[src/rtl/core/assert_macros.svh]
// Assertion macros for the epoch-to-BCD calendar sequencer RTL.
// Define NO_ASSERTIONS to compile them out; no other dependencies.
`ifndef ASSERT_MACROS_SVH
`define ASSERT_MACROS_SVH
`ifndef NO_ASSERTIONS
`define E2B_ASSERT(lbl, clk, rst_n, prop, msg) \
    lbl: assert property (@(posedge clk) disable iff (!rst_n) prop) else $error(msg);
`define E2B_ASSERT_IMPL(lbl, clk, rst_n, ante, cons, msg) \
    lbl: assert property (@(posedge clk) disable iff (!rst_n) (ante) |-> (cons)) else $error(msg);
`else
`define E2B_ASSERT(lbl, clk, rst_n, prop, msg)
`define E2B_ASSERT_IMPL(lbl, clk, rst_n, ante, cons, msg)
`endif
`endif

[src/rtl/core/e2b_pkg.sv]
// Package for the epoch-to-BCD calendar unit: constants, sequencer states,
// shared-unit operand/result types, month table and BCD helper. No dependencies.
package e2b_pkg;

    localparam int unsigned ACC_W = 31;

    localparam logic [ACC_W-1:0] SECS_PER_DAY  = 31'd86400;
    localparam logic [ACC_W-1:0] SECS_PER_HOUR = 31'd3600;
    localparam logic [ACC_W-1:0] SECS_PER_MIN  = 31'd60;
    localparam logic [ACC_W-1:0] DAYS_PER_WEEK = 31'd7;
    localparam logic [ACC_W-1:0] DAYS_LEAP     = 31'd366;
    localparam logic [ACC_W-1:0] DAYS_NORMAL   = 31'd365;
    localparam logic [ACC_W-1:0] CENTURY       = 31'd100;
    localparam logic [ACC_W-1:0] WDAY_OFFSET   = 31'd4;
    localparam logic [7:0]       FIRST_YEAR    = 8'd70;

    localparam logic [3:0] DAY_STEPS_TOP  = 4'd14;
    localparam logic [3:0] HOUR_STEPS_TOP = 4'd4;
    localparam logic [3:0] MIN_STEPS_TOP  = 4'd5;
    localparam logic [3:0] WDAY_STEPS_TOP = 4'd11;
    localparam logic [3:0] LAST_MONTH     = 4'd12;

    typedef enum logic [3:0] {
        ST_IDLE,
        ST_DAYS,
        ST_HOUR,
        ST_MIN,
        ST_WDAY,
        ST_YEAR,
        ST_MONTH,
        ST_MDAY,
        ST_YBASE,
        ST_YMOD,
        ST_DONE
    } seq_state_t;

    typedef struct packed {
        logic [ACC_W-1:0] a;
        logic [ACC_W-1:0] b;
    } sub_op_t;

    typedef struct packed {
        logic             ge;
        logic [ACC_W-1:0] diff;
    } sub_res_t;

    typedef struct packed {
        logic [5:0] second;
        logic [5:0] minute;
        logic [4:0] hour;
        logic [2:0] wday;
        logic [4:0] day;
        logic [3:0] month;
        logic [6:0] yy;
    } cal_t;

    function automatic logic [8:0] month_start(input logic [3:0] m);
        logic [8:0] r;
        unique case (m)
            4'd0:    r = 9'd0;
            4'd1:    r = 9'd31;
            4'd2:    r = 9'd59;
            4'd3:    r = 9'd90;
            4'd4:    r = 9'd120;
            4'd5:    r = 9'd151;
            4'd6:    r = 9'd181;
            4'd7:    r = 9'd212;
            4'd8:    r = 9'd243;
            4'd9:    r = 9'd273;
            4'd10:   r = 9'd304;
            4'd11:   r = 9'd334;
            default: r = 9'd0;
        endcase
        return r;
    endfunction

    // tens = v*103 >> 10, exact below 179
    function automatic logic [7:0] to_bcd(input logic [6:0] v);
        logic [13:0] prod;
        logic [3:0]  tens;
        logic [6:0]  units;
        prod  = 14'(v) * 14'd103;
        tens  = prod[13:10];
        units = v - 7'(7'(tens) * 7'd10);
        return {tens, units[3:0]};
    endfunction

endpackage

[src/rtl/core/e2b_sub_unit.sv]
// Shared compare/subtract unit of the epoch-to-BCD calendar sequencer.
// Depends on e2b_pkg.
module e2b_sub_unit
(
    input  e2b_pkg::sub_op_t  op,
    output e2b_pkg::sub_res_t res
);

    always_comb
    begin
        res.ge   = (op.a >= op.b);
        res.diff = op.a - op.b;
    end

endmodule

[src/rtl/core/e2b_seq.sv]
// Sequencer for the epoch-to-BCD calendar: restoring divisions, year
// whittling, month search and year reduction on one shared subtractor.
// Depends on e2b_pkg, e2b_sub_unit and assert_macros.svh.
`include "assert_macros.svh"

module e2b_seq
(
    input  logic                       clk,
    input  logic                       rst_n,
    input  logic                       in_valid,
    input  logic [30:0]                epoch_seconds,
    input  logic [6:0]                 year_base,
    input  logic                       out_free,
    output logic                       busy,
    output logic                       done,
    output e2b_pkg::cal_t              cal
);

    e2b_pkg::seq_state_t state_reg, state_next;

    logic [30:0] acc_reg,    acc_next;
    logic [14:0] quo_reg,    quo_next;
    logic [3:0]  cnt_reg,    cnt_next;
    logic [14:0] days_reg,   days_next;
    logic [5:0]  second_reg, second_next;
    logic [5:0]  minute_reg, minute_next;
    logic [4:0]  hour_reg,   hour_next;
    logic [2:0]  wday_reg,   wday_next;
    logic [7:0]  year_reg,   year_next;
    logic [3:0]  month_reg,  month_next;
    logic [4:0]  day_reg,    day_next;
    logic [6:0]  yy_reg,     yy_next;

    e2b_pkg::sub_op_t  op;
    e2b_pkg::sub_res_t res;

    logic        leap;
    logic [14:0] quo_shift;
    logic [30:0] acc_after;

    e2b_sub_unit u_sub
    (
        .op  (op),
        .res (res)
    );

    assign leap      = (year_reg[1:0] == 2'b00);
    assign quo_shift = {quo_reg[13:0], res.ge};
    assign acc_after = res.ge ? res.diff : acc_reg;

    always_ff @(posedge clk or negedge rst_n)
    begin
        if (!rst_n)
        begin
            state_reg <= e2b_pkg::ST_IDLE;
        end
        else
        begin
            state_reg <= state_next;
        end
    end

    always_ff @(posedge clk)
    begin
        acc_reg    <= acc_next;
        quo_reg    <= quo_next;
        cnt_reg    <= cnt_next;
        days_reg   <= days_next;
        second_reg <= second_next;
        minute_reg <= minute_next;
        hour_reg   <= hour_next;
        wday_reg   <= wday_next;
        year_reg   <= year_next;
        month_reg  <= month_next;
        day_reg    <= day_next;
        yy_reg     <= yy_next;
    end

    always_comb
    begin
        state_next  = state_reg;
        acc_next    = acc_reg;
        quo_next    = quo_reg;
        cnt_next    = cnt_reg;
        days_next   = days_reg;
        second_next = second_reg;
        minute_next = minute_reg;
        hour_next   = hour_reg;
        wday_next   = wday_reg;
        year_next   = year_reg;
        month_next  = month_reg;
        day_next    = day_reg;
        yy_next     = yy_reg;
        op.a        = acc_reg;
        op.b        = '0;

        unique case (state_reg)
            e2b_pkg::ST_IDLE:
            begin
                if (in_valid)
                begin
                    acc_next   = epoch_seconds;
                    quo_next   = '0;
                    cnt_next   = e2b_pkg::DAY_STEPS_TOP;
                    state_next = e2b_pkg::ST_DAYS;
                end
            end
            e2b_pkg::ST_DAYS:
            begin
                op.b     = e2b_pkg::SECS_PER_DAY << cnt_reg;
                acc_next = acc_after;
                quo_next = quo_shift;
                cnt_next = cnt_reg - 4'd1;
                if (cnt_reg == 4'd0)
                begin
                    days_next  = quo_shift;
                    cnt_next   = e2b_pkg::HOUR_STEPS_TOP;
                    state_next = e2b_pkg::ST_HOUR;
                end
            end
            e2b_pkg::ST_HOUR:
            begin
                op.b     = e2b_pkg::SECS_PER_HOUR << cnt_reg;
                acc_next = acc_after;
                quo_next = quo_shift;
                cnt_next = cnt_reg - 4'd1;
                if (cnt_reg == 4'd0)
                begin
                    hour_next  = quo_shift[4:0];
                    cnt_next   = e2b_pkg::MIN_STEPS_TOP;
                    state_next = e2b_pkg::ST_MIN;
                end
            end
            e2b_pkg::ST_MIN:
            begin
                op.b     = e2b_pkg::SECS_PER_MIN << cnt_reg;
                acc_next = acc_after;
                quo_next = quo_shift;
                cnt_next = cnt_reg - 4'd1;
                if (cnt_reg == 4'd0)
                begin
                    minute_next = quo_shift[5:0];
                    second_next = acc_after[5:0];
                    acc_next    = 31'(days_reg) + e2b_pkg::WDAY_OFFSET;
                    cnt_next    = e2b_pkg::WDAY_STEPS_TOP;
                    state_next  = e2b_pkg::ST_WDAY;
                end
            end
            e2b_pkg::ST_WDAY:
            begin
                op.b     = e2b_pkg::DAYS_PER_WEEK << cnt_reg;
                acc_next = acc_after;
                quo_next = quo_shift;
                cnt_next = cnt_reg - 4'd1;
                if (cnt_reg == 4'd0)
                begin
                    wday_next  = acc_after[2:0] + 3'd1;
                    acc_next   = 31'(days_reg);
                    year_next  = e2b_pkg::FIRST_YEAR;
                    state_next = e2b_pkg::ST_YEAR;
                end
            end
            e2b_pkg::ST_YEAR:
            begin
                op.b = leap ? e2b_pkg::DAYS_LEAP : e2b_pkg::DAYS_NORMAL;
                if (res.ge)
                begin
                    acc_next  = res.diff;
                    year_next = year_reg + 8'd1;
                end
                else
                begin
                    month_next = 4'd1;
                    state_next = e2b_pkg::ST_MONTH;
                end
            end
            e2b_pkg::ST_MONTH:
            begin
                op.b = 31'(e2b_pkg::month_start(month_reg))
                     + 31'(leap && (month_reg > 4'd1));
                if ((month_reg == e2b_pkg::LAST_MONTH) || !res.ge)
                begin
                    state_next = e2b_pkg::ST_MDAY;
                end
                else
                begin
                    month_next = month_reg + 4'd1;
                end
            end
            e2b_pkg::ST_MDAY:
            begin
                op.b = 31'(e2b_pkg::month_start(month_reg - 4'd1))
                     + 31'(leap && (month_reg > 4'd2));
                day_next   = res.diff[4:0] + 5'd1;
                state_next = e2b_pkg::ST_YBASE;
            end
            e2b_pkg::ST_YBASE:
            begin
                // bias by a century so the difference never goes negative
                op.a       = 31'(year_reg) + e2b_pkg::CENTURY;
                op.b       = 31'(year_base);
                acc_next   = res.diff;
                state_next = e2b_pkg::ST_YMOD;
            end
            e2b_pkg::ST_YMOD:
            begin
                op.b = e2b_pkg::CENTURY;
                if (res.ge)
                begin
                    acc_next = res.diff;
                end
                else
                begin
                    yy_next    = acc_reg[6:0];
                    state_next = e2b_pkg::ST_DONE;
                end
            end
            e2b_pkg::ST_DONE:
            begin
                if (out_free)
                begin
                    state_next = e2b_pkg::ST_IDLE;
                end
            end
            default:
            begin
                state_next = e2b_pkg::ST_IDLE;
            end
        endcase
    end

    assign busy = (state_reg != e2b_pkg::ST_IDLE);
    assign done = (state_reg == e2b_pkg::ST_DONE);

    assign cal.second = second_reg;
    assign cal.minute = minute_reg;
    assign cal.hour   = hour_reg;
    assign cal.wday   = wday_reg;
    assign cal.day    = day_reg;
    assign cal.month  = month_reg;
    assign cal.yy     = yy_reg;

    `E2B_ASSERT(a_start, clk, rst_n, (!busy && in_valid) |=> (state_reg == e2b_pkg::ST_DAYS), "word not started")
    `E2B_ASSERT_IMPL(a_doy, clk, rst_n, state_reg == e2b_pkg::ST_MONTH, (acc_reg < e2b_pkg::DAYS_LEAP) && (year_reg >= e2b_pkg::FIRST_YEAR) && (year_reg <= 8'd138), "day of year or year out of range")
    `E2B_ASSERT_IMPL(a_month, clk, rst_n, state_reg == e2b_pkg::ST_MDAY, (month_reg >= 4'd1) && (month_reg <= e2b_pkg::LAST_MONTH), "month out of range")
    `E2B_ASSERT_IMPL(a_ymod, clk, rst_n, state_reg == e2b_pkg::ST_YMOD, acc_reg < 31'd239, "year reduction out of range")

endmodule

[src/rtl/core/epoch_seconds_to_bcd_datetime_unit.sv]
// Top level of the epoch-to-BCD calendar unit: year_base register, sequencer
// and output word register. Depends on e2b_pkg, e2b_seq and e2b_sub_unit.
//
//   channel  | direction | handshake              | payload
//   ---------+-----------+------------------------+-------------------------------
//   cfg      | in        | cfg_we                 | cfg_wdata (year_base)
//   in       | in        | in_valid / in_stall    | epoch_seconds
//   out      | out       | out_valid / out_stall  | bcd_second .. bcd_year
//
// A word runs the restoring divisions, then the year loop on the shared subtractor, which
// removes one year's days per pass and can set most of the time from acceptance to out_valid.
// in_stall is high from acceptance until the result moves to the output register.
// A finished word waits in the sequencer while the output register is stalled.
// rst_n clears control and sets year_base to 0; no clearing pass.
module epoch_seconds_to_bcd_datetime_unit
(
    input  logic        clk,
    input  logic        rst_n,
    input  logic        cfg_we,
    input  logic [6:0]  cfg_wdata,
    input  logic        in_valid,
    output logic        in_stall,
    input  logic [30:0] epoch_seconds,
    output logic        out_valid,
    input  logic        out_stall,
    output logic [6:0]  bcd_second,
    output logic [6:0]  bcd_minute,
    output logic [5:0]  bcd_hour,
    output logic [2:0]  bcd_weekday,
    output logic [5:0]  bcd_day,
    output logic [4:0]  bcd_month,
    output logic [7:0]  bcd_year
);

    logic [6:0]    year_base_reg;
    logic          out_valid_reg;
    logic          out_valid_next;
    logic          out_free;
    logic          busy;
    logic          done;
    logic          load;
    e2b_pkg::cal_t cal;

    logic [6:0] bcd_second_reg;
    logic [6:0] bcd_minute_reg;
    logic [5:0] bcd_hour_reg;
    logic [2:0] bcd_weekday_reg;
    logic [5:0] bcd_day_reg;
    logic [4:0] bcd_month_reg;
    logic [7:0] bcd_year_reg;
    logic [7:0] sec_bcd;
    logic [7:0] min_bcd;
    logic [7:0] hour_bcd;
    logic [7:0] day_bcd;
    logic [7:0] month_bcd;

    e2b_seq u_seq
    (
        .clk           (clk),
        .rst_n         (rst_n),
        .in_valid      (in_valid),
        .epoch_seconds (epoch_seconds),
        .year_base     (year_base_reg),
        .out_free      (out_free),
        .busy          (busy),
        .done          (done),
        .cal           (cal)
    );

    assign out_free = !out_valid_reg || !out_stall;
    assign load     = done && out_free;
    assign in_stall = busy;

    always_comb
    begin
        out_valid_next = out_valid_reg;
        if (load)
        begin
            out_valid_next = 1'b1;
        end
        else if (!out_stall)
        begin
            out_valid_next = 1'b0;
        end
    end

    always_ff @(posedge clk or negedge rst_n)
    begin
        if (!rst_n)
        begin
            year_base_reg <= '0;
            out_valid_reg <= 1'b0;
        end
        else
        begin
            out_valid_reg <= out_valid_next;
            if (cfg_we)
            begin
                year_base_reg <= cfg_wdata;
            end
        end
    end

    assign sec_bcd   = e2b_pkg::to_bcd(7'(cal.second));
    assign min_bcd   = e2b_pkg::to_bcd(7'(cal.minute));
    assign hour_bcd  = e2b_pkg::to_bcd(7'(cal.hour));
    assign day_bcd   = e2b_pkg::to_bcd(7'(cal.day));
    assign month_bcd = e2b_pkg::to_bcd(7'(cal.month));

    always_ff @(posedge clk)
    begin
        if (load)
        begin
            bcd_second_reg  <= sec_bcd[6:0];
            bcd_minute_reg  <= min_bcd[6:0];
            bcd_hour_reg    <= hour_bcd[5:0];
            bcd_weekday_reg <= cal.wday;
            bcd_day_reg     <= day_bcd[5:0];
            bcd_month_reg   <= month_bcd[4:0];
            bcd_year_reg    <= e2b_pkg::to_bcd(cal.yy);
        end
    end

    assign out_valid   = out_valid_reg;
    assign bcd_second  = bcd_second_reg;
    assign bcd_minute  = bcd_minute_reg;
    assign bcd_hour    = bcd_hour_reg;
    assign bcd_weekday = bcd_weekday_reg;
    assign bcd_day     = bcd_day_reg;
    assign bcd_month   = bcd_month_reg;
    assign bcd_year    = bcd_year_reg;

endmodule

[config.mk]
export PLATFORM = sky130hd
export DESIGN_NAME = epoch_seconds_to_bcd_datetime_unit
export DESIGN_NICKNAME = d
export VERILOG_FILES = /design/src/rtl/core/e2b_pkg.sv /design/src/rtl/core/e2b_sub_unit.sv /design/src/rtl/core/e2b_seq.sv /design/src/rtl/core/epoch_seconds_to_bcd_datetime_unit.sv
export VERILOG_INCLUDE_DIRS = /design/src /design/src/rtl/core
export SDC_FILE = /design/constraint.sdc
export NUM_CORES = 1
export LEC_CHECK = 0
export ABC_CLOCK_PERIOD_IN_PS = 5900
export BUFFER_PORTS_ARGS = -buffer_cell sky130_fd_sc_hd__buf_2
export CORE_MARGIN = 2
export CORE_UTILIZATION = 30
export CTS_BUF_LIST = sky130_fd_sc_hd__clkbuf_8
export CTS_CLUSTER_SIZE = 20
export DETAILED_ROUTE_END_ITERATION = 7
export SKIP_CTS_REPAIR_TIMING = 1
export SLEW_MARGIN = 20
export SYNTH_ARGS = -nofsm -noshare
export SYNTH_HDL_FRONTEND = slang
export SYNTH_HIERARCHICAL = 1
export SYNTH_SLANG_ARGS = --single-unit
[constraint.sdc]
create_clock -name clk -period 5.9 [get_ports clk]
set_input_delay 0.885 -clock clk [delete_from_list [all_inputs] [get_ports clk]]
set_output_delay 0.885 -clock clk [all_outputs]
set_load 0.005 [all_outputs]
==> key figures <==
Clock network
  – CTS tree: done
  – Worst-Skew Late Latency: between 500 and 600 ps
  – Max Buffers Root-to-Sink: 2
  – Cts bufs inserted: 17
  – CTS HTree Levels: 4
  – Clock slew at reported path FFs: 110 ps
  – TritonCTS Sinks: 171
  – Root Buffer: clkbuf_8

Power
  – Total power: 8.635 mW
  – Max rail drop VDD: 0.4723 mV
  – Pwr dens: 507.8 nW/um^2
  – Static Leak: 7.118 nW

Critical path
  – Setup slack, reg-to-reg: 190 ps
  – Crit end category: flip-flop
  – Startpoint types: flip-flop
  – Critical path arrival: 6170 ps
  – CP Class: flip-flop to flip-flop
  – Required time worst endpoint: 6360 ps
  – CP max FO: 7

Placement
  – I/O Buffers: 86
  – DP Wirelength: 31,380 um
  – Routability cong.: about 0.92

Global route
  – Total GRT Usage: ~16%
  – Antenna violations before repair: 0
  – First-pass GRT wire length: 63,330 um
  – Vias in the first global route: 11,824
  – Largest net degree at the start of global routing: 43
  – GRT overflow: 0

Floorplan
  – Die width: 227.1 um
  – Top Ports: 87
  – Core area: 49,050 um^2
  – Starting Density: 30.43%
  – Chip Height: 227.1 um
  – Die area: about 52,000 um^2
  – # rows: just over 80

Routing
  – WL/cell: 17.30 um
  – DR pass1 iterations: 6
  – ANT nets after route: 0
  – Vias: around 12,000
  – Final wirelength: between 40,000 and 50,000 um
  – Remaining DRCs: 0
  – Vias per cell: 5.162
  – Iteration-0 DRC Markers: 1,050

Logic synthesis
  – Cell Area, Synth: between 10,000 and 15,000 um^2
  – Synth async-reset ratio: 7.018%
  – Synth Net Count: 1,812
  – Synthesized flop and latch total: 171
  – Syn_area_per_cell: 9.749 um^2
  – Number of distinct library cells after synthesis: 94
  – Synth Flop Type: edfxtp_1
  – Post-synth EDFFs: 150
  – Sequential area share after synthesis: around a third
  – Warnings from Yosys: 6
  – Cells after Synth: 1,531

Timing
  – Clock skew: 15.01 ps
  – Post-Route Setup TNS: 0 ps
  – Relative slew slack: a little over a third
  – Achievable Freq: 175.2 MHz
  – Least-Margin Pin Slew: 978.7 ps
  – Final hold violations: 0
  – Fin crit period: roughly 5700 ps
  – Fin crit share: 96.74%
  – Final setup violation count: 0
  – Slew Limit Fails: 0

Min path
  – Worst Hold Class: input pin to async pin

Status
  – Outcome: completed

Layout
  – Area occupied by multi-input gates: between 9000 and 10,000 um^2
  – Area growth syn-to-layout: 13.92%
  – FF/Latch Area: 4986 um^2
  – Fill count: 5,060
  – Max reg flops: 31
  – Fin nets: ~1,900
  – Fraction of layout cells with a size suffix above 1: 15.57%
  – Diodes inserted: 0

Run
  – Max Cap Violations: 0
## final timing paths
check / startpoint / endpoint / cells past startpoint
worst min-delay path: rst_n / u_seq/state_reg[0] / 1
worst max-delay path: u_seq/month_reg[1] / flip-flop / 27
worst max register to register: u_seq/month_reg[1] / flip-flop / 27
min in group clk: u_seq/quo_reg[13] / u_seq/days_reg[14] / 0
max in group asynchronous: rst_n / u_seq/state_reg[1] / 1
worst min register to register: u_seq/quo_reg[13] / u_seq/days_reg[14] / 0
## kinds of logic after synthesis
logic type      Yosys count  synth area share, %
simple gates            411                13.99
compound gates          347                16.36
fa+ha+maj               238                21.86
buf+inv                 233                6.337
flops                   171                33.40
xor+xnor                100                5.868
mux                      31                2.188
## cells in the final DEF, fill, tap and decap left out, types with 17 or more instances in the layout
cell type,count
nor3_1,29
and2_1,41
a21oi_1,80
buf_2,86
nor2_1,93
a31oi_1,20
clkbuf_8,17
nand3_1,35
o21ai_0,65
a222oi_1,23
nand4_1,17
nand2_1,96
nand2b_1,17
edfxtp_1,150
xnor2_1,63
mux2i_1,17
inv_1,163
fa_1,38
ha_1,194
xor2_1,37
buf_4,74
## metal layers
layer | up-vias | global-route usage, % | wire length, um
met5 | - | 0 | 0
met4 | 0 | 6.367 | 1185
met3 | 70 | 2.839 | 2154
met2 | 350 | 26.84 | 19570
met1 | 5817 | 20.04 | 17340
li1 | 5774 | - | -
## stage by stage
step	cell area (um^2)	worst slack [ps]	hold WS, ps	util (%)	cells
floorplan	14950	13.15	400.3	-	1531
global placement	16450	212.3	409.2	33.53	2289
detailed placement	16450	-14.31	408.8	33.53	2289
CTS	16840	-69.66	148.4	34.34	2321
global route	17000	-31.60	186.7	34.66	2327
finish	17000	192.1	193.1	34.66	2327
## power breakdown
part / internal [mW] / switching, mW / total, mW / leakage [nW]
clock network: 0.316 / 0.551 / 0.868 / 0.199
logic: 2.36 / 3.42 / 5.78 / 5.28
registers: 1.82 / 0.163 / 1.99 / 1.64
## area by class of cell
type                            count  share of cell area (%)
Tap cell                          664                   4.886
Clock inverter                     15                  0.9345
Clock buffer                       17                   1.376
Inverter                          170                   3.753
Sequential cell                   171                   29.32
Timing Repair Buffer              163                   6.049
Multi-Input combinational cell   1127                   53.68
## critical path, stage by stage (launching register included)
cell,delay [ps]
edfxtp_1,410
inv_2,150
buf_4,130
ha_2,230
nor2_1,70
o31a_1,240
ha_1,230
ha_1,230
and3_1,230
xnor2_1,140
a22oi_1,200
o21ai_0,190
o21bai_1,210
inv_1,110
ha_4,170
nand3_1,110
o21bai_2,230
a21oi_2,210
o211ai_4,120
o211ai_1,280
a21oi_2,130
o311ai_4,360
buf_6,200
o21ai_4,110
mux2_4,350
inv_1,100
ha_2,290
a22o_1,210
## synth_stat cells, types with 34 or more instances
master	count	area [um^2]
clkbuf_1	34	127.6
fa_1	38	760.7
a21oi_1	81	405.4
o21ai_0	67	335.3
nand2_1	96	360.4
nand3_1	36	180.2
xor2_1	37	324.1
nor2_1	93	349.1
inv_1	165	619.3
edfxtp_1	150	4504
and2_1	42	262.8
xnor2_1	63	551.8
ha_1	200	2502
Power figures use the tool's default switching activity.
